==> config.mk <==
export PLATFORM = sky130hd
export DESIGN_NAME = nha_back
export DESIGN_NICKNAME = d
export VERILOG_FILES = /design/src/design/nha_pkg.sv /design/src/design/nha_back.sv
export SDC_FILE = /design/constraint.sdc
export NUM_CORES = 1
export LEC_CHECK = 0
export ABC_CLOCK_PERIOD_IN_PS = 7200
export BUFFER_PORTS_ARGS = -buffer_cell sky130_fd_sc_hd__buf_2
export CAP_MARGIN = 0
export CORE_MARGIN = 2
export CORE_UTILIZATION = 45
export DETAILED_ROUTE_END_ITERATION = 8
export GPL_TIMING_DRIVEN = 0
export PLACE_DENSITY = 0.68
export SKIP_LAST_GASP = 1
export SLEW_MARGIN = 20
export SYNTH_ARGS = -nofsm -noshare
export SYNTH_HDL_FRONTEND = slang
export SYNTH_SLANG_ARGS = --single-unit
==> constraint.sdc <==
create_clock -name aclk -period 7.2 [get_ports aclk]
set_clock_uncertainty 0.2 [all_clocks]
set_input_delay 0.72 -clock aclk [delete_from_list [all_inputs] [get_ports aclk]]
set_output_delay 0.72 -clock aclk [all_outputs]
set_load 0.05 [all_outputs]
==> src/design/nha_pkg.sv <==
// Shared types, constants and helpers for the net HPWL accumulator.
package nha_pkg;

    typedef enum logic [1:0] {
        CMD_LOAD  = 2'd0,
        CMD_PIN   = 2'd1,
        CMD_CLEAR = 2'd2
    } cmd_t;

    localparam int DEF_TABLE_DEPTH = 4096;
    localparam int DEF_COORD_BITS  = 20;

    localparam int ID_BITS     = 16;
    localparam int POS_BITS    = 20;  // width of the origin fields on the stream
    localparam int OFFSET_BITS = 16;
    localparam int EPOCH_BITS  = 8;
    localparam int HPWL_BITS   = 22;
    localparam int TOTAL_BITS  = 40;
    localparam int QUEUE_DEPTH = 4;   // power of two, pointers wrap naturally

    localparam logic [HPWL_BITS-1:0]  HPWL_MAX  = '1;
    localparam logic [TOTAL_BITS-1:0] TOTAL_MAX = '1;

    typedef struct packed {
        logic clear;
        logic last;
    } item_ctl_t;

    // signed width of a pin position: origin plus signed offset, with headroom
    function automatic int pos_bits(input int coord_bits);
        return ((coord_bits > OFFSET_BITS) ? coord_bits : OFFSET_BITS) + 2;
    endfunction

endpackage

==> src/design/nha_back.sv <==
// Back end: bounding box per net, wirelength, saturating total and output register.
module nha_back
    import nha_pkg::*;
#(
    parameter int COORD_BITS = DEF_COORD_BITS,
    localparam int PW = pos_bits(COORD_BITS)
) (
    input  logic                  aclk,
    input  logic                  aresetn,
    input  logic                  q_valid,
    output logic                  q_ready,
    input  item_ctl_t             q_ctl,
    input  logic signed [PW-1:0]  q_px,
    input  logic signed [PW-1:0]  q_py,
    output logic                  m_tvalid,
    input  logic                  m_tready,
    output logic [HPWL_BITS-1:0]  net_hpwl,
    output logic [TOTAL_BITS-1:0] total_hpwl
);

    localparam int HW = PW + 1;

    logic en, pop, pin;

    logic                 open_reg, open_next;
    logic signed [PW-1:0] minx_reg, maxx_reg, miny_reg, maxy_reg;
    logic signed [PW-1:0] minx_next, maxx_next, miny_next, maxy_next;

    logic                 b_valid_reg, b_valid_next;
    logic                 b_clear_reg;
    logic signed [PW-1:0] b_minx_reg, b_maxx_reg, b_miny_reg, b_maxy_reg;
    logic [PW-1:0]        dx, dy;
    logic [HW-1:0]        b_hpwl;

    logic                 c_valid_reg, c_valid_next;
    logic                 c_clear_reg;
    logic [HW-1:0]        c_hpwl_reg;

    logic [TOTAL_BITS:0]   sum;
    logic [TOTAL_BITS-1:0] total_reg, total_next, sat_total;
    logic                  m_valid_reg, m_valid_next;
    logic [HPWL_BITS-1:0]  hpwl_out_reg;
    logic [TOTAL_BITS-1:0] total_out_reg;

    // whole pipeline advances when the output slot is free or being drained
    assign en      = !m_valid_reg || m_tready;
    assign q_ready = en;
    assign pop     = en && q_valid;
    assign pin     = pop && !q_ctl.clear;

    // first pin of a net seeds the box
    always_comb begin
        minx_next = minx_reg;
        maxx_next = maxx_reg;
        miny_next = miny_reg;
        maxy_next = maxy_reg;
        open_next = open_reg;
        if (pin) begin
            open_next = !q_ctl.last;
            if (!open_reg) begin
                minx_next = q_px;
                maxx_next = q_px;
                miny_next = q_py;
                maxy_next = q_py;
            end else begin
                minx_next = (q_px < minx_reg) ? q_px : minx_reg;
                maxx_next = (q_px > maxx_reg) ? q_px : maxx_reg;
                miny_next = (q_py < miny_reg) ? q_py : miny_reg;
                maxy_next = (q_py > maxy_reg) ? q_py : maxy_reg;
            end
        end
    end

    assign b_valid_next = en ? (pop && (q_ctl.clear || q_ctl.last)) : b_valid_reg;
    assign c_valid_next = en ? b_valid_reg : c_valid_reg;

    assign dx     = PW'(b_maxx_reg - b_minx_reg);
    assign dy     = PW'(b_maxy_reg - b_miny_reg);
    assign b_hpwl = {1'b0, dx} + {1'b0, dy};

    assign sum       = (TOTAL_BITS + 1)'(total_reg) + (TOTAL_BITS + 1)'(c_hpwl_reg);
    assign sat_total = (sum >= {1'b0, TOTAL_MAX}) ? TOTAL_MAX : sum[TOTAL_BITS-1:0];

    always_comb begin
        total_next   = total_reg;
        m_valid_next = m_valid_reg;
        if (en) begin
            m_valid_next = c_valid_reg && !c_clear_reg;
            if (c_valid_reg) begin
                total_next = c_clear_reg ? '0 : sat_total;
            end
        end
    end

    always_ff @(posedge aclk) begin
        if (!aresetn) begin
            open_reg    <= 1'b0;
            minx_reg    <= '0;
            maxx_reg    <= '0;
            miny_reg    <= '0;
            maxy_reg    <= '0;
            b_valid_reg <= 1'b0;
            c_valid_reg <= 1'b0;
            total_reg   <= '0;
            m_valid_reg <= 1'b0;
        end else begin
            open_reg    <= open_next;
            minx_reg    <= minx_next;
            maxx_reg    <= maxx_next;
            miny_reg    <= miny_next;
            maxy_reg    <= maxy_next;
            b_valid_reg <= b_valid_next;
            c_valid_reg <= c_valid_next;
            total_reg   <= total_next;
            m_valid_reg <= m_valid_next;
        end
    end

    always_ff @(posedge aclk) begin
        if (pop) begin
            b_clear_reg <= q_ctl.clear;
            b_minx_reg  <= minx_next;
            b_maxx_reg  <= maxx_next;
            b_miny_reg  <= miny_next;
            b_maxy_reg  <= maxy_next;
        end
        if (en) begin
            c_clear_reg <= b_clear_reg;
            c_hpwl_reg  <= b_hpwl;
        end
        if (en && c_valid_reg && !c_clear_reg) begin
            hpwl_out_reg  <= (64'(c_hpwl_reg) > 64'(HPWL_MAX)) ? HPWL_MAX
                                                               : HPWL_BITS'(c_hpwl_reg);
            total_out_reg <= sat_total;
        end
    end

    assign m_tvalid   = m_valid_reg;
    assign net_hpwl   = hpwl_out_reg;
    assign total_hpwl = total_out_reg;

endmodule

# ---- Yosys cells after proc, flatten, opt, wreduce, memory -nomap -nowiden
# Index checks and enable logic that the tools add are counted.
# Widths: inputs -> output; s select.
dict set report classes {
  n_reduce_logical 13
  mux 14
  add_sub_neg 4
  order_cmp 6
}
# operator n
set ops {}
lappend ops {{$mux 22} 12}
lappend ops {{$mux 40} 2}
lappend ops {{$gt 22x22->1} 2}
lappend ops {{$lt 22x22->1} 2}
lappend ops {{$sub 22x22->22} 2}
lappend ops {{$add 40x23->41} 1}
lappend ops {{$ge 41x40->1 const B} 1}
lappend ops {{$add 22x22->23} 1}
lappend ops {{$gt 23x22->1 const B} 1}
lappend ops {{$logic_and 1x1->1} 6}
lappend ops {{$logic_not 1->1} 4}
lappend ops {{$logic_or 1x1->1} 2}
lappend ops {{$reduce_and 2->1} 1}
dict set report word_totals {
  input_bits 50
  wordCells 55
  out_inout_bits 64
  reg_bits 307
}

# ---- Longest topological paths before layout
dict set report depth {
  ltp_word 5
  mapped_depth 21
  ltp_nobuf 21
}

# ---- Worst setup path before layout
# Ideal clock, no wire load.
dict set report synth_path {
  path_kind {input port to flip-flop}
  from {in m_tready}
  to {reg total_reg[32]}
  setup_slack_ns 1.052
  cell_stages 9
  setup_time_ns 0.058
  t_required_ns 6.942
  arrival_time_ns 5.890
  path_buffers 0
  path_cell_list {nor2b_1 inv_1 nand2_1 nor2_1 nand2_1 a31oi_1 o21ai_0 o311ai_0 o21a_1}
}
dict set report synth_between {
  elab_chain_len 2
}
# element line_no
set synth_lines {}
lappend synth_lines {{from (decl)} nha_back.sv:16} ;# input logic m_tready,
lappend synth_lines {{$logic_or 1x1->1} nha_back.sv:46} ;# assign en = !m_valid_reg || m_tready;
lappend synth_lines {{named net q_ready} nha_back.sv:11} ;# output logic q_ready,
lappend synth_lines {{$reduce_and 2->1 (no line)} --}
lappend synth_lines {{to (signal assigned)} nha_back.sv:114} ;# total_reg <= total_next;
lappend synth_lines {{to (decl)} nha_back.sv:40} ;# logic [TOTAL_BITS-1:0] total_reg, total_next, sat_total;
# The timed path passes the listed nets, and every way through them passes these cells.
# A chain may end at the register's enable or synchronous reset.

# ---- Final worst setup path
dict set report layout_path {
  from {reg b_maxx_reg[0]}
  to {reg c_hpwl_reg[21], data pin}
}
dict set report layout_between {
  elab_chain_len 2
}
# element line_no
set layout_lines {}
lappend layout_lines {{from (decl)} nha_back.sv:31} ;# logic signed [PW-1:0] b_minx_reg, b_maxx_reg, b_miny_reg, b_maxy_reg;
lappend layout_lines {{from (signal assigned)} nha_back.sv:123} ;# b_maxx_reg <= maxx_next;
lappend layout_lines {{$sub 22x22->22} nha_back.sv:77} ;# assign dx = PW'(b_maxx_reg - b_minx_reg);
lappend layout_lines {{$add 22x22->23} nha_back.sv:79} ;# assign b_hpwl = {1'b0, dx} + {1'b0, dy};
lappend layout_lines {{named net b_hpwl[21]} nha_back.sv:33} ;# logic [HW-1:0] b_hpwl;
lappend layout_lines {{to (signal assigned)} nha_back.sv:129} ;# c_hpwl_reg <= b_hpwl;
lappend layout_lines {{to (decl)} nha_back.sv:37} ;# logic [HW-1:0] c_hpwl_reg;
# The timed path passes the listed nets, and every way through them passes these cells.

==> impl_results.rst <==
.. list-table::
   :header-rows: 1

   * - Metric
     - Value
   * - Number of levels in the clock H-tree
     - 2
   * - Count of different cell masters after synthesis
     - 79
   * - RSZ-0062 raised after global routing
     - false
   * - Sequence of cells on the critical path
     - inv_1 -> ha_1 -> inv_1 -> fa_1 -> a21o_1 -> a211oi_1 -> o21a_1 -> a21oi_1 -> xor2_1 -> ha_1 -> clkbuf_1 -> a21o_1 -> o21ai_1 -> o311ai_1 -> nor3_1 -> o31ai_1 -> o41ai_1 -> o2111ai_1 -> a21oi_1 -> xnor2_1
   * - Critical Setup Path Class
     - reg2reg
   * - Core area
     - 38,700 µm²
   * - Post-Synth Simple-Gate Area
     - 13.9%
   * - CTS tree
     - done
   * - Number of fill cells
     - 3,519
   * - Starting DRC count in detailed routing
     - 677
   * - Maximum fanout encountered on the critical timing path
     - 7
   * - Top-level I/O count
     - 114
   * - Post-Synthesis Cells
     - 1,686
   * - Power Density
     - 291 nW/µm²
   * - DRT Wirelength
     - 41,000 µm
   * - Register area
     - 7900 µm²
   * - Wire length of the first global-routing pass
     - 66,100 µm
   * - Setup_tns
     - 0 ns
   * - Endpoint kind of the worst setup timing path
     - flop
   * - Std-Cell Rows
     - 72
   * - Hold Path Class
     - in2reg
   * - Final Hold Fails
     - 0
   * - Final-report setup violation count
     - 0
   * - Number of max-capacitance violations reported
     - 0
   * - Final slew viol count
     - 0
   * - Num CTS Buffers
     - 35
   * - Result of the run
     - completed
   * - Worst endpoint data arrival time
     - 5.12 ns
   * - Post-synthesis net count
     - 1,913
   * - Diodes inserted
     - 0
   * - Total via count in the routed design
     - 12.8k
   * - Area growth syn-to-layout
     - 13.9%
   * - Ys async rst share
     - 0%
   * - Synthesized-area fraction occupied by adder cells
     - 12.7%
   * - Worst Hold Margin
     - 0.179 ns
   * - Finished Cell Area
     - 20,100 µm²
   * - Yosys warnings
     - 0
   * - CP Data Required Time
     - 7.30 ns
   * - Post-CTS repair timing setup buffer count
     - 0
   * - Average wire length per cell after detail routing
     - 17.2 µm
   * - DR DRC count
     - 0
   * - Width of the die
     - 202 µm
   * - Number of optimization iterations in the first detailed-route pass
     - 5
   * - DRT antenna net count
     - 0
   * - Share of final-layout standard cells stronger than drive strength 1
     - 15.0%
   * - Maximum root-to-sink buffer count
     - 3
   * - Area taken by multi-input logic gates
     - 9000 µm²
   * - Clock Tree Root
     - sky130_fd_sc_hd__clkbuf_16
   * - Prevailing post-synth register cell
     - sky130_fd_sc_hd__edfxtp_1
   * - Slowest library cell on the worst path
     - sky130_fd_sc_hd__o41ai_1
   * - IR drop worst, VDD
     - 0.000187 V
   * - Relative slew slack
     - 31.5%
   * - GRT Total Usage
     - 20.3%
   * - Clock network latency to the later pin of the worst-skew pair
     - 0.54 ns
   * - Number of sinks handled by clock tree synthesis
     - 307
   * - Floorplan die height
     - 202 µm
   * - Dominant combinational cell family by area after synthesis
     - simple AND/OR/NAND/NOR gates
   * - Share of the yosys chip area belonging to registers
     - 44.7%
   * - Cell Area, Placed
     - 19,000 µm²
   * - Number of enable-type register cells in the synthesized netlist
     - 175
   * - Leakage power of the design
     - 8.50 nW
   * - Netlist area before placement
     - 17,700 µm²
   * - Floorplan die area
     - 40,900 µm²
   * - Global placer's final weighted congestion
     - 0.867
   * - Final HPWL from detailed placement
     - 31,700 µm
   * - Total of flip-flops plus latches after synthesis
     - 307
   * - Critical Path Start Type
     - flop
   * - Pin count of the biggest net entering global routing
     - 55
   * - Post-synthesis compound-gate area fraction
     - 12.8%
   * - Fraction of synthesized cell area in xor and xnor cells
     - 4.46%
   * - Final net count
     - 2,066
   * - Vias in the first global route
     - 12.8k
   * - Clk pin slew, worst setup/hold paths
     - 0.06 ns
   * - Most area-hungry cell type in the Yosys netlist
     - sky130_fd_sc_hd__edfxtp_1
   * - Period utilisation layout
     - 69.7%
   * - Slew @ Worst Pin
     - 1.03 ns
   * - Number of vias per cell
     - 5.38
   * - Total power of the final layout
     - 5.85 mW
   * - Leading cell types in the layout, fill and taps excluded
     - sky130_fd_sc_hd__edfxtp_1 (175), sky130_fd_sc_hd__ha_1 (173), sky130_fd_sc_hd__inv_1 (159), sky130_fd_sc_hd__nand2_1 (134), sky130_fd_sc_hd__dfxtp_1 (132)
   * - Reg-to-reg setup timing slack
     - 2.18 ns
   * - Syn Area/Cell
     - 10.5 µm²
   * - Resized Gates After CTS
     - 0
   * - Starting density of the core
     - 45.6%
   * - Maximum cell stage delay along the critical path
     - 0.52 ns
   * - Fraction of synthesized area in multiplexers
     - 6.97%
   * - Most common cell after layout, fill and taps aside
     - sky130_fd_sc_hd__edfxtp_1
   * - Remaining global-route overflow
     - 0
   * - Area fraction of the dominant cell type after synthesis
     - 29.7%
   * - Post-layout min period
     - 5.02 ns
   * - Largest cells by area after synthesis
     - sky130_fd_sc_hd__edfxtp_1 (30%), sky130_fd_sc_hd__dfxtp_1 (15%), sky130_fd_sc_hd__ha_1 (12%)
   * - Quantity of hold-fixing buffers added after cts
     - 0
   * - Initial antenna violation count
     - 0
   * - Port-buffer cells
     - 113
   * - Maximum frequency from static timing analysis
     - 0.199 GHz
==> metrics by stage <==
step | worst slack [ns] | utilization (%) | instances
6_report | 2.18 | 52.0 | 2383
3_3_place_gp | -0.554 | 48.8 | 2317
3_5_place_dp | 2.22 | 49.0 | 2320
4_1_cts | 2.21 | 52.0 | 2383
5_1_grt | 1.85 | 52.0 | 2383
2_1_floorplan | 1.05 | - | 1686
==> final timing paths <==
path                                    start              to  cells past startpoint
worst max-delay path            b_maxx_reg[0]  c_hpwl_reg[21]                     20
worst min-delay path                 q_ctl[1]     b_clear_reg                      1
worst max register to register  b_maxx_reg[0]  c_hpwl_reg[21]                     20
worst min register to register    b_clear_reg     c_clear_reg                      0
==> logic make-up after synthesis <==
kind of cell,after synthesis
AND/OR/NAND/NOR,474
AO/OA/AOI/OAI,320
flip-flops,307
buffers and inverters,206
adder cells (fa/ha/maj),177
multiplexers,112
XOR/XNOR,90
==> cells in the mapped netlist, types with 33 or more instances <==
library cell / count
sky130_fd_sc_hd__edfxtp_1: 175
sky130_fd_sc_hd__clkbuf_1: 33
sky130_fd_sc_hd__o21ai_0: 40
sky130_fd_sc_hd__nand2_1: 134
sky130_fd_sc_hd__mux2_1: 39
sky130_fd_sc_hd__a21o_1: 53
sky130_fd_sc_hd__a22o_1: 33
sky130_fd_sc_hd__a21oi_1: 68
sky130_fd_sc_hd__mux2_2: 49
sky130_fd_sc_hd__and2_1: 76
sky130_fd_sc_hd__nor2_1: 77
sky130_fd_sc_hd__dfxtp_1: 132
sky130_fd_sc_hd__xnor2_1: 64
sky130_fd_sc_hd__ha_1: 173
sky130_fd_sc_hd__inv_1: 159
==> worst max-delay path, delay by kind of cell, from the launching register on <==
| family | cells | cell delay (ns) |
|---|---|---|
| flops | 1 | 0.35 |
| compound gates | 11 | 2.55 |
| buf+inv | 3 | 0.30 |
| fa+ha+maj | 3 | 0.82 |
| simple gates | 1 | 0.24 |
| xor+xnor | 2 | 0.33 |
==> where the power goes <==
part	internal (mW)	switching (mW)	leakage, nW
combinational	0.760	1.08	5.12
sequential	2.12	0.103	2.83
clock	1.07	0.717	0.560
==> layout make-up <==
| class | instances | area share [%] |
|---|---|---|
| clock buffers | 44 | 4.83 |
| inverters | 159 | 2.96 |
| well taps | 518 | 3.22 |
| multi-input cells | 1173 | 44.7 |
| flip-flops and latches | 307 | 39.2 |
| plain buffers | 47 | 0.963 |
| clock inverters | 19 | 0.932 |
| repair buffers | 116 | 3.18 |
==> routing by layer <==
layer	global-route usage [%]	vias up	wire [µm]
li1	-	6350	-
met1	26.7	6115	18900
met2	33.8	288	19000
met3	3.42	70	1800
met4	7.04	0	1230
met5	0	-	0
No activity file was read; power rests on OpenSTA's default activity.
