==> src/design/nha_pkg.sv <==
// Shared types, constants and helpers for the net HPWL accumulator.
package nha_pkg;

    typedef enum logic [1:0] {
        CMD_LOAD  = 2'd0,
        CMD_PIN   = 2'd1,
        CMD_CLEAR = 2'd2
    } cmd_t;

    localparam int DEF_TABLE_DEPTH = 4096;
    localparam int DEF_COORD_BITS  = 20;

    localparam int ID_BITS     = 16;
    localparam int POS_BITS    = 20;  // width of the origin fields on the stream
    localparam int OFFSET_BITS = 16;
    localparam int EPOCH_BITS  = 8;
    localparam int HPWL_BITS   = 22;
    localparam int TOTAL_BITS  = 40;
    localparam int QUEUE_DEPTH = 4;   // power of two, pointers wrap naturally

    localparam logic [HPWL_BITS-1:0]  HPWL_MAX  = '1;
    localparam logic [TOTAL_BITS-1:0] TOTAL_MAX = '1;

    typedef struct packed {
        logic clear;
        logic last;
    } item_ctl_t;

    // signed width of a pin position: origin plus signed offset, with headroom
    function automatic int pos_bits(input int coord_bits);
        return ((coord_bits > OFFSET_BITS) ? coord_bits : OFFSET_BITS) + 2;
    endfunction

endpackage

==> src/design/nha_queue.sv <==
// Small FIFO decoupling the front end from the box and total pipeline.
module nha_queue
    import nha_pkg::*;
#(
    parameter int W = 2
) (
    input  logic         aclk,
    input  logic         aresetn,
    input  logic         push_valid,
    output logic         push_ready,
    input  logic [W-1:0] push_data,
    output logic         pop_valid,
    input  logic         pop_ready,
    output logic [W-1:0] pop_data
);

    localparam int PTR = $clog2(QUEUE_DEPTH);
    localparam int CW  = $clog2(QUEUE_DEPTH + 1);

    logic [W-1:0]   slots [QUEUE_DEPTH];
    logic [PTR-1:0] wr_ptr_reg, wr_ptr_next;
    logic [PTR-1:0] rd_ptr_reg, rd_ptr_next;
    logic [CW-1:0]  count_reg, count_next;
    logic           do_push, do_pop;

    assign push_ready = count_reg != CW'(QUEUE_DEPTH);
    assign pop_valid  = count_reg != '0;
    assign do_push    = push_valid && push_ready;
    assign do_pop     = pop_valid && pop_ready;
    assign pop_data   = slots[rd_ptr_reg];

    assign wr_ptr_next = do_push ? wr_ptr_reg + 1'b1 : wr_ptr_reg;
    assign rd_ptr_next = do_pop ? rd_ptr_reg + 1'b1 : rd_ptr_reg;
    assign count_next  = count_reg + CW'(do_push) - CW'(do_pop);

    always_ff @(posedge aclk) begin
        if (!aresetn) begin
            wr_ptr_reg <= '0;
            rd_ptr_reg <= '0;
            count_reg  <= '0;
        end else begin
            wr_ptr_reg <= wr_ptr_next;
            rd_ptr_reg <= rd_ptr_next;
            count_reg  <= count_next;
        end
    end

    always_ff @(posedge aclk) begin
        if (do_push) begin
            slots[wr_ptr_reg] <= push_data;
        end
    end

endmodule

==> config.mk <==
export PLATFORM = sky130hd
export DESIGN_NAME = nha_queue
export DESIGN_NICKNAME = d
export VERILOG_FILES = /design/src/design/nha_pkg.sv /design/src/design/nha_queue.sv
export SDC_FILE = /design/constraint.sdc
export NUM_CORES = 1
export LEC_CHECK = 0
export ABC_AREA = 1
export ABC_CLOCK_PERIOD_IN_PS = 5800
export BUFFER_PORTS_ARGS = -buffer_cell sky130_fd_sc_hd__buf_2
export CAP_MARGIN = 20
export CELL_PAD_IN_SITES_DETAIL_PLACEMENT = 0
export CELL_PAD_IN_SITES_GLOBAL_PLACEMENT = 2
export CORE_MARGIN = 2
export CORE_UTILIZATION = 36
export DETAILED_ROUTE_END_ITERATION = 16
export MAX_ROUTING_LAYER = met4
export PLACE_DENSITY_LB_ADDON = 0.2
export SYNTH_ARGS = -nofsm -noshare
export SYNTH_HDL_FRONTEND = slang
export SYNTH_SLANG_ARGS = --single-unit
==> constraint.sdc <==
create_clock -name aclk -period 5.8 [get_ports aclk]
set_input_delay 0.58 -clock aclk [delete_from_list [all_inputs] [get_ports aclk]]
set_output_delay 0.58 -clock aclk [all_outputs]
set_load 0.005 [all_outputs]
* After elaboration in Yosys (flattened, before gate mapping)
Memories as Yosys holds them, arrays and structs flattened. A register that Yosys moved wholly into a read port is not among the register bits.
Cells that the tools add are included.
** Word-level totals
- Flip-flop bits (word level) :: 7
- RAM bits :: 8
- Input bits :: 6
- Output and inout port bits :: 4
- Word-level logic and storage cells :: 16
- Memories kept :: 1
** Memory list
- slots :: depth 4, width 2, read ports 1, clocked after Yosys merged registers in 1, wr ports 1, RTL line nha_queue.sv:20 : logic [W-1:0] slots [QUEUE_DEPTH];
** Operators by class
- Add/subtract/negate cells :: 4
- Equal/unequal tests :: 1
- Multiplexer cells :: 4
- Reductions and logical operators :: 3
** Operator list (number)
- adder 2 x 1 -> 2 bit (second input constant) :: 2
- 2-to-1 mux 2 bit :: 2
- adder 3 x 1 -> 3 bit :: 1
- != test 3 bit (second input constant) :: 1
- nonzero test 3 bit :: 1
- subtractor 3 x 1 -> 3 bit :: 1
- logical AND 1 bit :: 2
- 2-to-1 mux 1 bit :: 2

* Depth between registers and ports, before layout
Gate-level depths: netlist of the first run.
- Depth after elaboration :: 4
- Depth in mapped cells :: 10
- Gate-level depth less buffers :: 10

* Worst setup path before layout of the first run
OpenSTA, ideal clock, no wires.
- Kind :: reg2reg
- Start point :: register count_reg[1]
- End point :: register count_reg[2]
- Setup time :: 117 ps
- Data arrival time :: 1750 ps
- Required time :: 5683 ps
- Setup slack :: 3932 ps
- Stages on the path, launching flop included :: 11
- Buffers on the path :: 0
- Clock period less this slack :: 1868 ps
- Cells stage by stage :: dfxtp_1 > nor2_4 > nand2_2 > nand2_1 > ha_1 > inv_1 > ha_1 > inv_1 > fa_1 > o21ai_0 > nor2_1
** On the way
- Cells in the longest elaborated chain, start to end :: 4
- Elaborated cells on any way between the ends :: 6
- Those cells by class :: 2 x add/sub; 1 x eq/ne; 3 x reduce/logical
** Ends and longest elaborated chain
- from (decl) :: RTL line nha_queue.sv:23 : logic [CW-1:0] count_reg, count_next;
- from (signal assigned) :: RTL line nha_queue.sv:44 : count_reg <= count_next;
- != test 3 bit :: RTL line nha_queue.sv:26 : assign push_ready = count_reg != CW'(QUEUE_DEPTH);
- via push_ready :: RTL line nha_queue.sv:10 : output logic push_ready,
- logical AND 1 bit :: RTL line nha_queue.sv:28 : assign do_push = push_valid && push_ready;
- adder 3 x 1 -> 3 bit :: RTL line nha_queue.sv:34 : assign count_next = count_reg + CW'(do_push) - CW'(do_pop);
- subtractor 3 x 1 -> 3 bit :: RTL line nha_queue.sv:34
The timed path passes the listed nets, and every way through them passes these cells.
A chain may end at the register's enable or synchronous reset.

* Worst setup path after layout of the first run
- Start point :: register count_reg[1]
- End point :: register count_reg[2]
** On the way
- Cells in the longest elaborated chain, start to end :: 4
- Elaborated cells on any way between the ends :: 6
- Those cells by class :: 2 x add/sub; 1 x eq/ne; 3 x reduce/logical
** Ends and longest elaborated chain (RTL line)
- != test 3 bit :: nha_queue.sv:26
- logical AND 1 bit :: nha_queue.sv:28
- adder 3 x 1 -> 3 bit :: nha_queue.sv:34
- subtractor 3 x 1 -> 3 bit (*) :: nha_queue.sv:34
Every way passes the cells marked *; elsewhere a longest branch is shown, timed or not.

==> results of run 1 <==
[worst reg2reg max path: stages (launching register included)]
cell and delay (ns):
dfxtp_1 0.46, nor2_4 0.08, nand2_2 0.11, nand2_1 0.15, ha_1 0.32, inv_1 0.05, ha_1 0.13, inv_1 0.05
fa_1 0.37, o21ai_0 0.17, nor2_1 0.06
[final cells by class]
cell class	instances	area (um2)	share of cell area, %
Sequential cell	17	420	47.2
Multi-Input combinational cell	52	304	34.1
Inverter	16	60.1	6.74
Timing Repair Buffer	9	45.0	5.06
Tap cell	27	33.8	3.79
Clock buffer	3	22.5	2.53
Clock inverter	1	5.00	0.562
[power by group through the flow]
stage                     Combinational (mW)  Clock (mW)  Sequential [mW]
after floorplan                       0.0982           0            0.172
after CTS                              0.135      0.0638            0.174
final                                  0.133      0.0605            0.173
after global routing                   0.158      0.0696            0.177
after detailed placement               0.134           0            0.176
after global placement                 0.133           0            0.176
[worst paths after layout]
check	endpoint	slack (ns)
max reg2reg	count_reg[2]	3.75
min reg2reg	rd_ptr_reg[0]	0.50
max	count_reg[2]	3.75
min	rd_ptr_reg[0]	0.50
[logic make-up after synthesis]
group	after synthesis	share of synthesized area, %
buffers and inverters	16	7.66
AND/OR/NAND/NOR	32	17.4
adder cells (fa/ha/maj)	7	12.1
AO/OA/AOI/OAI	13	9.25
flip-flops	17	53.6
[cell usage in the layout (no fill, tap or decap), drive strengths merged]
master  count
buf         9
nand3       3
nand2      13
o21ai       5
clkinv      1
ha          6
a21boi      2
dfxtp       9
a21oi       4
fa          1
inv        16
clkbuf      3
nor2       16
o22ai       2
edfxtp      8
[metal layers]
layer  vias to the layer above  part of all wire, %  global-route usage (%)
met5                         -                    0                       -
met2                         7                   44                    17.5
met3                         2                  3.0                    1.79
met1                       243                   52                    15.3
li1                        297                    -                       -
met4                         0                  1.2                    5.41
==> summary.txt, run 1 <==
Status
  • Outcome: completed

Timing
  • Peak Freq: 487 MHz
  • Final TNS setup: 0 ns
  • Final setup margin: 3.75 ns
  • Setup violators final: 0
  • Crit path time final: 2.05 ns
  • Hold WS: 0.500 ns
  • Skew final: 0.00864 ns
  • Final period utilization: 35.4%
  • Worst-Margin Slew: 0.230 ns
  • Worst slew margin: 84.7%
  • Hold Vio Cnt, Final: 0
  • Unrepaired setup endpoints after global routing: false
  • Pins Over Slew Limit: 0

Pwr
  • Comb power frac: 36.3%
  • Lkg Pwr: 0.401 nW
  • Clock power share: 16.5%
  • Internal power: 0.233 mW
  • Worst VDD drop: 0.240 mV
  • Pwr Density: 412 nW/um2
  • Switching power: 0.134 mW
  • Seq pwr share: 47.1%
  • Overall Power: 0.367 mW
  • Switching Fraction: 36.5%

Floorplan
  • Die width: 50.7 um
  • IO Count: 10
  • Initial Utilization: 39.2%
  • Row count: 16
  • Die Ht: 50.7 um
  • Die ar.: 2570 um2
  • Core area: 2000 um2

Yosys
  • Area leader, netlist: edfxtp_1
  • Synth top area cells: edfxtp_1 31%, dfxtp_1 23%, ha_1 9.6%
  • Unique masters post-synth: 14
  • Most frequent cell after synthesis: inv_1
  • Ys flop type: dfxtp_1
  • Cells after Synth: 85
  • Syn nets: 98
  • Sequential element share of the synthesized area: 53.6%
  • Ys async rst share: 0%
  • Yosys reg bits: 17
  • Number of synthesized flops with an enable pin: 8
  • Synth cell count leaders: 16 x inv_1, 15 x nor2_1, 11 x nand2_1, 9 x dfxtp_1, 8 x edfxtp_1
  • Synth Cell Area: 785 um2
  • Top cell type's share of synthesized area: 30.6%
  • YS warnings: 0
  • Syn avg cell area: 9.23 um2

Clocking
  • CTS Hold Buffers Added: 0
  • Clock Sinks: 17
  • H-tree depth: 1
  • Clk pin slew, worst setup/hold paths: 0.10 ns
  • CTS buffer count: 3
  • Post-cts resize count: 0
  • CTS tree: built
  • Post-CTS setup buffer count: 0
  • Longest Clk Path Bufs: 2
  • Root Buffer: clkbuf_4
  • Clock Latency Late Sink: 0.28 ns

Place
  • Post-DP HPWL: 942 um
  • Port Buffers: 9
  • Setup Slack @ Placement: 3.67 ns
  • Placed cell areas: 863 um2
  • Cells after DPL: 121
  • Final RePlAce weighted congestion: 0.760

Worst setup path
  • Critical path's top delay family: adder cells
  • Worst path slowest cell: dfxtp_1
  • Reg2reg path depth: 10
  • Critical path data arrival time: 2.23 ns
  • WP buf/inv: 2
  • Crit Path Class: flip-flop to flip-flop
  • Crit-path max cell delay: 0.46 ns
  • Worst r2r src: count_reg[1]
  • Setup crit start: count_reg[1]
  • Startpoint Class: flip-flop
  • Required time worst endpoint: 5.98 ns
  • Levels on crit path: 10
  • CP Capture Type: flip-flop
  • CP max FO: 6
  • Crit-path cells: nor2_4 -> nand2_2 -> nand2_1 -> ha_1 -> inv_1 -> ha_1 -> inv_1 -> fa_1 -> o21ai_0 -> nor2_1

Drt
  • Initial DRC count: 12
  • Pre-Repair DR Iteration Count: 2
  • Final WL: 1.19 mm
  • DR WL/cell: 9.48 um
  • Via-per-instance ratio: 4.39
  • Vias: 549
  • Number of remaining DRC errors: 0
  • DRT antenna net count: 0

Hold path
  • Hold path startpoint: rd_ptr_reg[0]
  • WHS Path Cells: 2
  • Tightest Hold Check Type: flip-flop to flip-flop

Layout
  • Fillers: 201
  • Area Growth Syn to Fin: 13.6%
  • Final instance count without filler cells: 125
  • Final core utilization: 44.5%
  • Ant. Diodes: 0
  • Share of cells above drive strength 1: 16.3%
  • Nets@finish: 112
  • Fin area: 891 um2

Global routing
  • Grt ovf: 0
  • Pin count of the biggest net entering global routing: 11
  • Antenna violations before repair: 0
  • Vias in the first global route: 543
  • Total GRT Usage: 11.6%
  • First-pass GRT wire length: 2.21 mm

Flow run
  • Max-cap check violation count: 0
Note: power is estimated with default switching activity, not from simulation.
==> run 2, diff against run 1 <==
- ABC_CLOCK_PERIOD_IN_PS: 5800 -> 1900
- CORE_UTILIZATION: 36 -> 33
- clock period: 5.8 -> 1.9 ns (I/O delays scaled with it)
==> run 2 against run 1 <==
Effect of this change: sequential power grew to 3.0 times the previous value; via count fell by 2.2%; worst hold slack lost 0.38 ns; final area rose by 3.1%; clock-buffer cell count unchanged; global-route usage is 0.40 points lower; clock power rose to 3.1 times the previous value; clock skew increased by 0.0017 ns; critical path depth is the same; maximum frequency rose by 17%; cell count rose by 3.2%; non-clock buffer count increased by 3; highest routed layer unchanged.
==> summary.txt, run 2 (synthesis results as in run 1) <==
Status
  • Outcome: completed (unchanged)

Layout
  • Seq. cell area: 424 um2 (was 420 um2)
  • Most frequent cells in the layout: 16 x inv_1, 15 x nor2_1, 11 x nand2_1, 9 x buf_2, 8 x edfxtp_1 (was 16 x inv_1, 15 x nor2_1, 11 x nand2_1, 9 x dfxtp_1, 9 x buf_2)
  • Multi-input gate area: 304 um2 (unchanged)
  • Area Growth Syn to Fin: 17.1% (was 13.6%)
  • Ant. Diodes: 0 (unchanged)
  • Fillers: 233 (was 201)
  • Share of cells above drive strength 1: 21.8% (was 16.3%)
  • Fin area: 918 um2 (was 891 um2)
  • Nets@finish: 115 (was 112)
  • Most common cell after layout, fill and taps aside: inv_1 (unchanged)

Floorplan
  • Die width: 52.8 um (was 50.7 um)
  • Die Ht: 52.8 um (was 50.7 um)
  • IO Count: 10 (unchanged)
  • Initial Utilization: 35.1% (was 39.2%)
  • Row count: 17 (was 16)
  • Core area: 2230 um2 (was 2000 um2)
  • Die ar.: 2780 um2 (was 2570 um2)

Clocking
  • CTS Hold Buffers Added: 0 (unchanged)
  • Root Buffer: clkbuf_4 (unchanged)
  • Clock Sinks: 17 (unchanged)
  • Post-cts resize count: 0 (unchanged)
  • Longest Clk Path Bufs: 2 (unchanged)
  • Post-CTS setup buffer count: 0 (unchanged)
  • Clk pin slew, worst setup/hold paths: 0.10 ns (about the same)
  • CTS tree: built (unchanged)
  • Clock Latency Late Sink: 0.28 ns (about the same)
  • CTS buffer count: 3 (unchanged)
  • H-tree depth: 1 (unchanged)

Worst setup path
  • CP Capture Type: flip-flop (unchanged)
  • CP max FO: 3 (was 6)
  • Required time worst endpoint: 2.09 ns (was 5.98 ns)
  • Crit Path Class: flip-flop to flip-flop (unchanged)
  • Startpoint Class: flip-flop (unchanged)
  • Critical path data arrival time: 1.94 ns (was 2.23 ns)

Pwr
  • Worst VDD drop: 0.610 mV (was 0.240 mV)
  • Comb power frac: 38.5% (was 36.3%)
  • Switching Fraction: 35.3% (was 36.5%)
  • Switching power: 0.409 mW (was 0.134 mW)
  • Lkg Pwr: 0.417 nW (was 0.401 nW)
  • Pwr Density: 1260 nW/um2 (was 412 nW/um2)
  • Seq pwr share: 45.4% (was 47.1%)
  • Clock power share: 16.1% (was 16.5%)
  • Internal power: 0.749 mW (was 0.233 mW)

Drt
  • DRT antenna net count: 0 (unchanged)
  • Number of remaining DRC errors: 0 (unchanged)
  • Via-per-instance ratio: 4.16 (was 4.39)
  • Initial DRC count: 9 (was 12)
  • Final WL: 1.18 mm (was 1.19 mm)
  • DR WL/cell: 9.12 um (was 9.48 um)
  • Pre-Repair DR Iteration Count: 2 (unchanged)
  • Vias: 537 (was 549)

Place
  • Port Buffers: 9 (unchanged)
  • Post-DP HPWL: 951 um (was 942 um)
  • Placed cell areas: 887 um2 (was 863 um2)
  • Final RePlAce weighted congestion: 0.723 (was 0.760)

Timing
  • Setup violators final: 0 (unchanged)
  • Worst slew margin: 87.1% (was 84.7%)
  • Hold Vio Cnt, Final: 0 (unchanged)
  • Final period utilization: 92.2% (was 35.4%)
  • Pins Over Slew Limit: 0 (unchanged)
  • Final TNS setup: 0 ns (unchanged)
  • Peak Freq: 571 MHz (was 487 MHz)
  • Unrepaired setup endpoints after global routing: false (unchanged)
  • Skew final: 0.0103 ns (was 0.00864 ns)
  • Crit path time final: 1.75 ns (was 2.05 ns)
  • Worst-Margin Slew: 0.192 ns (was 0.230 ns)

Global routing
  • First-pass GRT wire length: 2.17 mm (was 2.21 mm)
  • Antenna violations before repair: 0 (unchanged)
  • Vias in the first global route: 538 (was 543)
  • Total GRT Usage: 11.2% (was 11.6%)
  • Pin count of the biggest net entering global routing: 11 (unchanged)
  • Grt ovf: 0 (unchanged)

Flow run
  • Max-cap check violation count: 0 (unchanged)

Hold path
  • Tightest Hold Check Type: input pin to flip-flop (was flip-flop to flip-flop)
[run 2: cell count changes in the layout (fill, tap and decap cells not counted), sizes merged]
cell and change:
buf +3
[run 2: critical path, cell delays in order (launching register included)]
cell and delay, ns:
dfxtp_2 0.35, nor2_4 0.13, nand2_2 0.06, nand2_1 0.08
ha_1 0.23, inv_1 0.05, ha_1 0.12, inv_1 0.05
fa_1 0.36, o21ai_0 0.16, nor2_1 0.05
[run 2: metal layers]
metal / wire length (um) / vias up / track usage (%)
li1: - / 302 / -
met1: 557 / 227 / 12.3
met2: 572 / 6 / 18.5
met3: 34 / 2 / 2.57
met4: 13 / 0 / 6.41
met5: 0 / - / -
[run 2: final cells by class]
class	instances	area share, %
inverter	16	6.54
tap	28	3.81
sequential	17	46.2
multi-input combinational	52	33.1
clock buffer	3	2.45
timing repair buffer	12	7.36
clock inverter	1	0.545
[run 2: through the flow]
| step | util, % | setup WS, ns | total power [mW] | instances | hold slack [ns] |
|---|---|---|---|---|---|
| 3_3_place_gp | 39.7 | 0.0932 | 0.975 | 125 | 0.416 |
| 5_1_grt | 41.1 | 0.0162 | 1.29 | 129 | 0.102 |
| 2_1_floorplan | - | 0.0321 | 0.824 | 85 | 0.283 |
| 6_report | 41.1 | 0.149 | 1.16 | 129 | 0.119 |
| 4_1_cts | 41.0 | 0.0747 | 1.17 | 129 | 0.103 |
| 3_5_place_dp | 39.7 | 0.104 | 0.979 | 125 | 0.416 |
[run 2: final timing paths]
check	slack, ns	end	depth (start not counted)	startpoint
max	0.15	count_reg[2]	10	count_reg[1]
min	0.12	slots[2][1]	1	push_data[1]
max reg2reg	0.15	count_reg[2]	10	count_reg[1]
min reg2reg	0.50	rd_ptr_reg[0]	2	rd_ptr_reg[0]
[run 2: power by group through the flow]
stage | combinational, mW | clock (mW) | sequential [mW]
after floorplan | 0.300 | 0 | 0.524
after global placement | 0.446 | 0 | 0.529
after detailed placement | 0.450 | 0 | 0.529
after CTS | 0.453 | 0.199 | 0.520
after global routing | 0.535 | 0.215 | 0.539
final | 0.446 | 0.187 | 0.525
==> run 3, diff against run 2 <==
- ABC_AREA: 1 -> unset
- CORE_UTILIZATION: 33 -> 37
==> run 3 against run 2 <==
Effect of this change: the run now ends with setup timing left; worst hold slack gained 0.0069 ns; wire length is 0.93% lower; clock power about the same; core utilization up 9.8 points; clock skew decreased by 0.0077 ns; via count fell by 15%; non-clock buffer count is 5 higher; die area is 12% lower; register-to-register slack worse by 0.25 ns.
==> summary.txt, run 3 <==
Floorplan
  • Core area: 1960 um2 (was 2230 um2)
  • IO Count: 10 (unchanged)
  • Die ar.: 2460 um2 (was 2780 um2)
  • Die Ht: 49.6 um (was 52.8 um)
  • Initial Utilization: 39.2% (was 35.1%)
  • Die width: 49.6 um (was 52.8 um)
  • Row count: 16 (was 17)

Yosys
  • Sequential element share of the synthesized area: 54.7% (was 53.6%)
  • Most frequent cell after synthesis: dfxtp_1 (was inv_1)
  • Cells after Synth: 58 (was 85)
  • Synth Cell Area: 768 um2 (was 785 um2)
  • Synth cell count leaders: 9 x dfxtp_1, 8 x edfxtp_1, 7 x and2_1, 6 x ha_1 (was 16 x inv_1, 15 x nor2_1, 11 x nand2_1, 9 x dfxtp_1, 8 x edfxtp_1)
  • Area leader, netlist: edfxtp_1 (unchanged)
  • Syn avg cell area: 13.2 um2 (was 9.23 um2)
  • Syn nets: 71 (was 98)
  • Synth top area cells: edfxtp_1 31%, dfxtp_1 23%, ha_1 9.8% (was edfxtp_1 31%, dfxtp_1 23%, ha_1 9.6%)
  • Ys async rst share: 0% (unchanged)
  • YS warnings: 0 (unchanged)
  • Unique masters post-synth: 17 (was 14)
  • Number of synthesized flops with an enable pin: 8 (unchanged)
  • Top cell type's share of synthesized area: 31.3% (was 30.6%)
  • Yosys reg bits: 17 (unchanged)
  • Ys flop type: dfxtp_1 (unchanged)

Timing
  • Peak Freq: 500 MHz (was 571 MHz)
  • Final period utilization: 105% (was 92.2%)
  • Hold WS: 0.126 ns (was 0.119 ns)
  • Final setup margin: -0.102 ns (was 0.149 ns)
  • Skew final: 0.00266 ns (was 0.0103 ns)
  • Unrepaired setup endpoints after global routing: true (was false)
  • Crit path time final: 2.00 ns (was 1.75 ns)
  • Setup violators final: 1 (was 0)
  • Worst slew margin: 84.2% (was 87.1%)
  • Pins Over Slew Limit: 0 (unchanged)
  • Worst-Margin Slew: 0.236 ns (was 0.192 ns)
  • Hold Vio Cnt, Final: 0 (unchanged)

Clocking
  • Longest Clk Path Bufs: 2 (unchanged)
  • Root Buffer: clkbuf_4 (unchanged)
  • H-tree depth: 1 (unchanged)
  • CTS buffer count: 3 (unchanged)
  • Clock Sinks: 17 (unchanged)
  • Clock Latency Late Sink: 0.28 ns (about the same)
  • Clk pin slew, worst setup/hold paths: 0.09 ns (was 0.10 ns)
  • CTS tree: built (unchanged)

Pwr
  • Worst VDD drop: 0.702 mV (was 0.610 mV)
  • Pwr Density: 1330 nW/um2 (was 1260 nW/um2)
  • Overall Power: 1.33 mW (was 1.16 mW)
  • Lkg Pwr: 0.395 nW (was 0.417 nW)

Place
  • Cells after DPL: 100 (was 125)
  • Setup Slack @ Placement: -0.127 ns (was 0.104 ns)
  • Final RePlAce weighted congestion: 0.684 (was 0.723)
  • Port Buffers: 9 (unchanged)
  • Post-DP HPWL: 896 um (was 951 um)

Layout
  • Nets@finish: 92 (was 115)
  • Final instance count without filler cells: 105 (was 129)
  • Ant. Diodes: 0 (unchanged)
  • Most frequent cells in the layout: 9 x buf_2, 8 x buf_4, 8 x edfxtp_1, 7 x and2_1, 6 x dfxtp_1 (was 16 x inv_1, 15 x nor2_1, 11 x nand2_1, 9 x buf_2, 8 x edfxtp_1)
  • Most common cell after layout, fill and taps aside: buf_2 (was inv_1)
  • Area Growth Syn to Fin: 30.0% (was 17.1%)
  • Share of cells above drive strength 1: 47.4% (was 21.8%)

Global routing
  • First-pass GRT wire length: 2.06 mm (was 2.17 mm)
  • Grt ovf: 0 (unchanged)
  • Vias in the first global route: 495 (was 538)
  • Antenna violations before repair: 0 (unchanged)
  • GR peak layer: met2 (unchanged)
  • Pin count of the biggest net entering global routing: 11 (unchanged)
  • Met1 Use GR: 14.6% (was 12.3%)
  • Global routing usage on met3: 1.82% (was 2.57%)
  • Met2 Usage GRT: 16.9% (was 18.5%)
  • Total GRT Usage: 11.2% (unchanged)

Worst setup path
  • Required time worst endpoint: 2.08 ns (was 2.09 ns)
  • CP max FO: 3 (unchanged)
  • CP Capture Type: flip-flop (unchanged)
  • Crit Path Class: flip-flop to flip-flop (unchanged)
  • Startpoint Class: flip-flop (unchanged)
  • Critical path data arrival time: 2.18 ns (was 1.94 ns)

Drt
  • Via-per-instance ratio: 4.34 (was 4.16)
  • DRT antenna net count: 0 (unchanged)
  • Pre-Repair DR Iteration Count: 2 (unchanged)
  • Final WL: 1.17 mm (was 1.18 mm)
  • Number of remaining DRC errors: 0 (unchanged)
  • Vias: 456 (was 537)
  • DR WL/cell: 11.1 um (was 9.12 um)
  • Initial DRC count: 3 (was 9)

Hold path
  • Tightest Hold Check Type: input pin to flip-flop (unchanged)

Status
  • Outcome: finished, violations left (was completed)
  • Failing checks: setup timing

Flow run
  • Max-cap check violation count: 0 (unchanged)
==> run 3: worst paths after layout <==
kind,from,end,slack (ns),cells after the start
setup / recovery,count_reg[2],count_reg[2],-0.10,9
hold / removal,push_data[1],slots[1][1],0.13,1
setup reg to reg,count_reg[2],count_reg[2],-0.10,9
hold reg to reg,wr_ptr_reg[1],wr_ptr_reg[1],0.51,2
==> run 3: cell families (layout without fill, tap and decap cells) <==
| logic type | count (synthesis) | after routing | share of synthesized area, % |
|---|---|---|---|
| AOI/OAI and AO/OA | 3 | 3 | 4.89 |
| xor gates and xnor gates | 4 | 4 | 4.56 |
| adders and majority gates | 7 | 7 | 12.4 |
| buffers and inverters | 6 | 26 | 2.93 |
| DFF | 17 | 17 | 54.7 |
| muxes | 4 | 4 | 8.47 |
| and+or+nand+nor | 17 | 17 | 12.1 |
==> run 3: critical path: stages, from the launching register on <==
cell	delay, ns
dfxtp_4	0.36
o31a_4	0.37
ha_4	0.22
inv_4	0.05
ha_4	0.12
inv_2	0.03
fa_2	0.37
xnor2_2	0.14
xnor2_1	0.12
and2_1	0.12
==> run 3: power breakdown <==
group          switching, mW  internal [mW]  total (mW)
sequential            0.0773          0.477       0.554
combinational          0.240          0.350       0.590
clock                  0.103         0.0814       0.185
==> run 3: stage by stage <==
| step | utilization [%] | cell area (um2) | TNS [ns] |
|---|---|---|---|
| global placement | 49.0 | 962 | -0.114 |
| CTS | 50.4 | 988 | -0.114 |
| global route | 50.9 | 998 | -0.188 |
| finish | 50.9 | 998 | -0.102 |
| floorplan | - | 835 | -0.114 |
| detailed placement | 49.0 | 962 | -0.127 |
==> run 3: what timing repair did <==
item | in CTS | in global routing
gates resized for setup | 1 | 1
hold buffers | 0 | 0
gates cloned | 0 | 0
buffers inserted | 0 | 1
pin swaps | 7 | 4
endpoints found under the setup margin | 1 | 1
==> run 3: routing by layer <==
layer | up-vias | wire length, um
met5 | - | 0
met4 | 0 | 13
met3 | 2 | 37
met2 | 6 | 549
met1 | 213 | 566
li1 | 235 | -
==> run 3: area by class of cell <==
cell class | count | area [um2]
inverters | 5 | 21.3
clock buffers | 4 | 26.3
flip-flops and latches | 17 | 429
fillers | 196 | 963
well taps | 27 | 33.8
repair buffers | 17 | 105
multi-input cells | 35 | 383
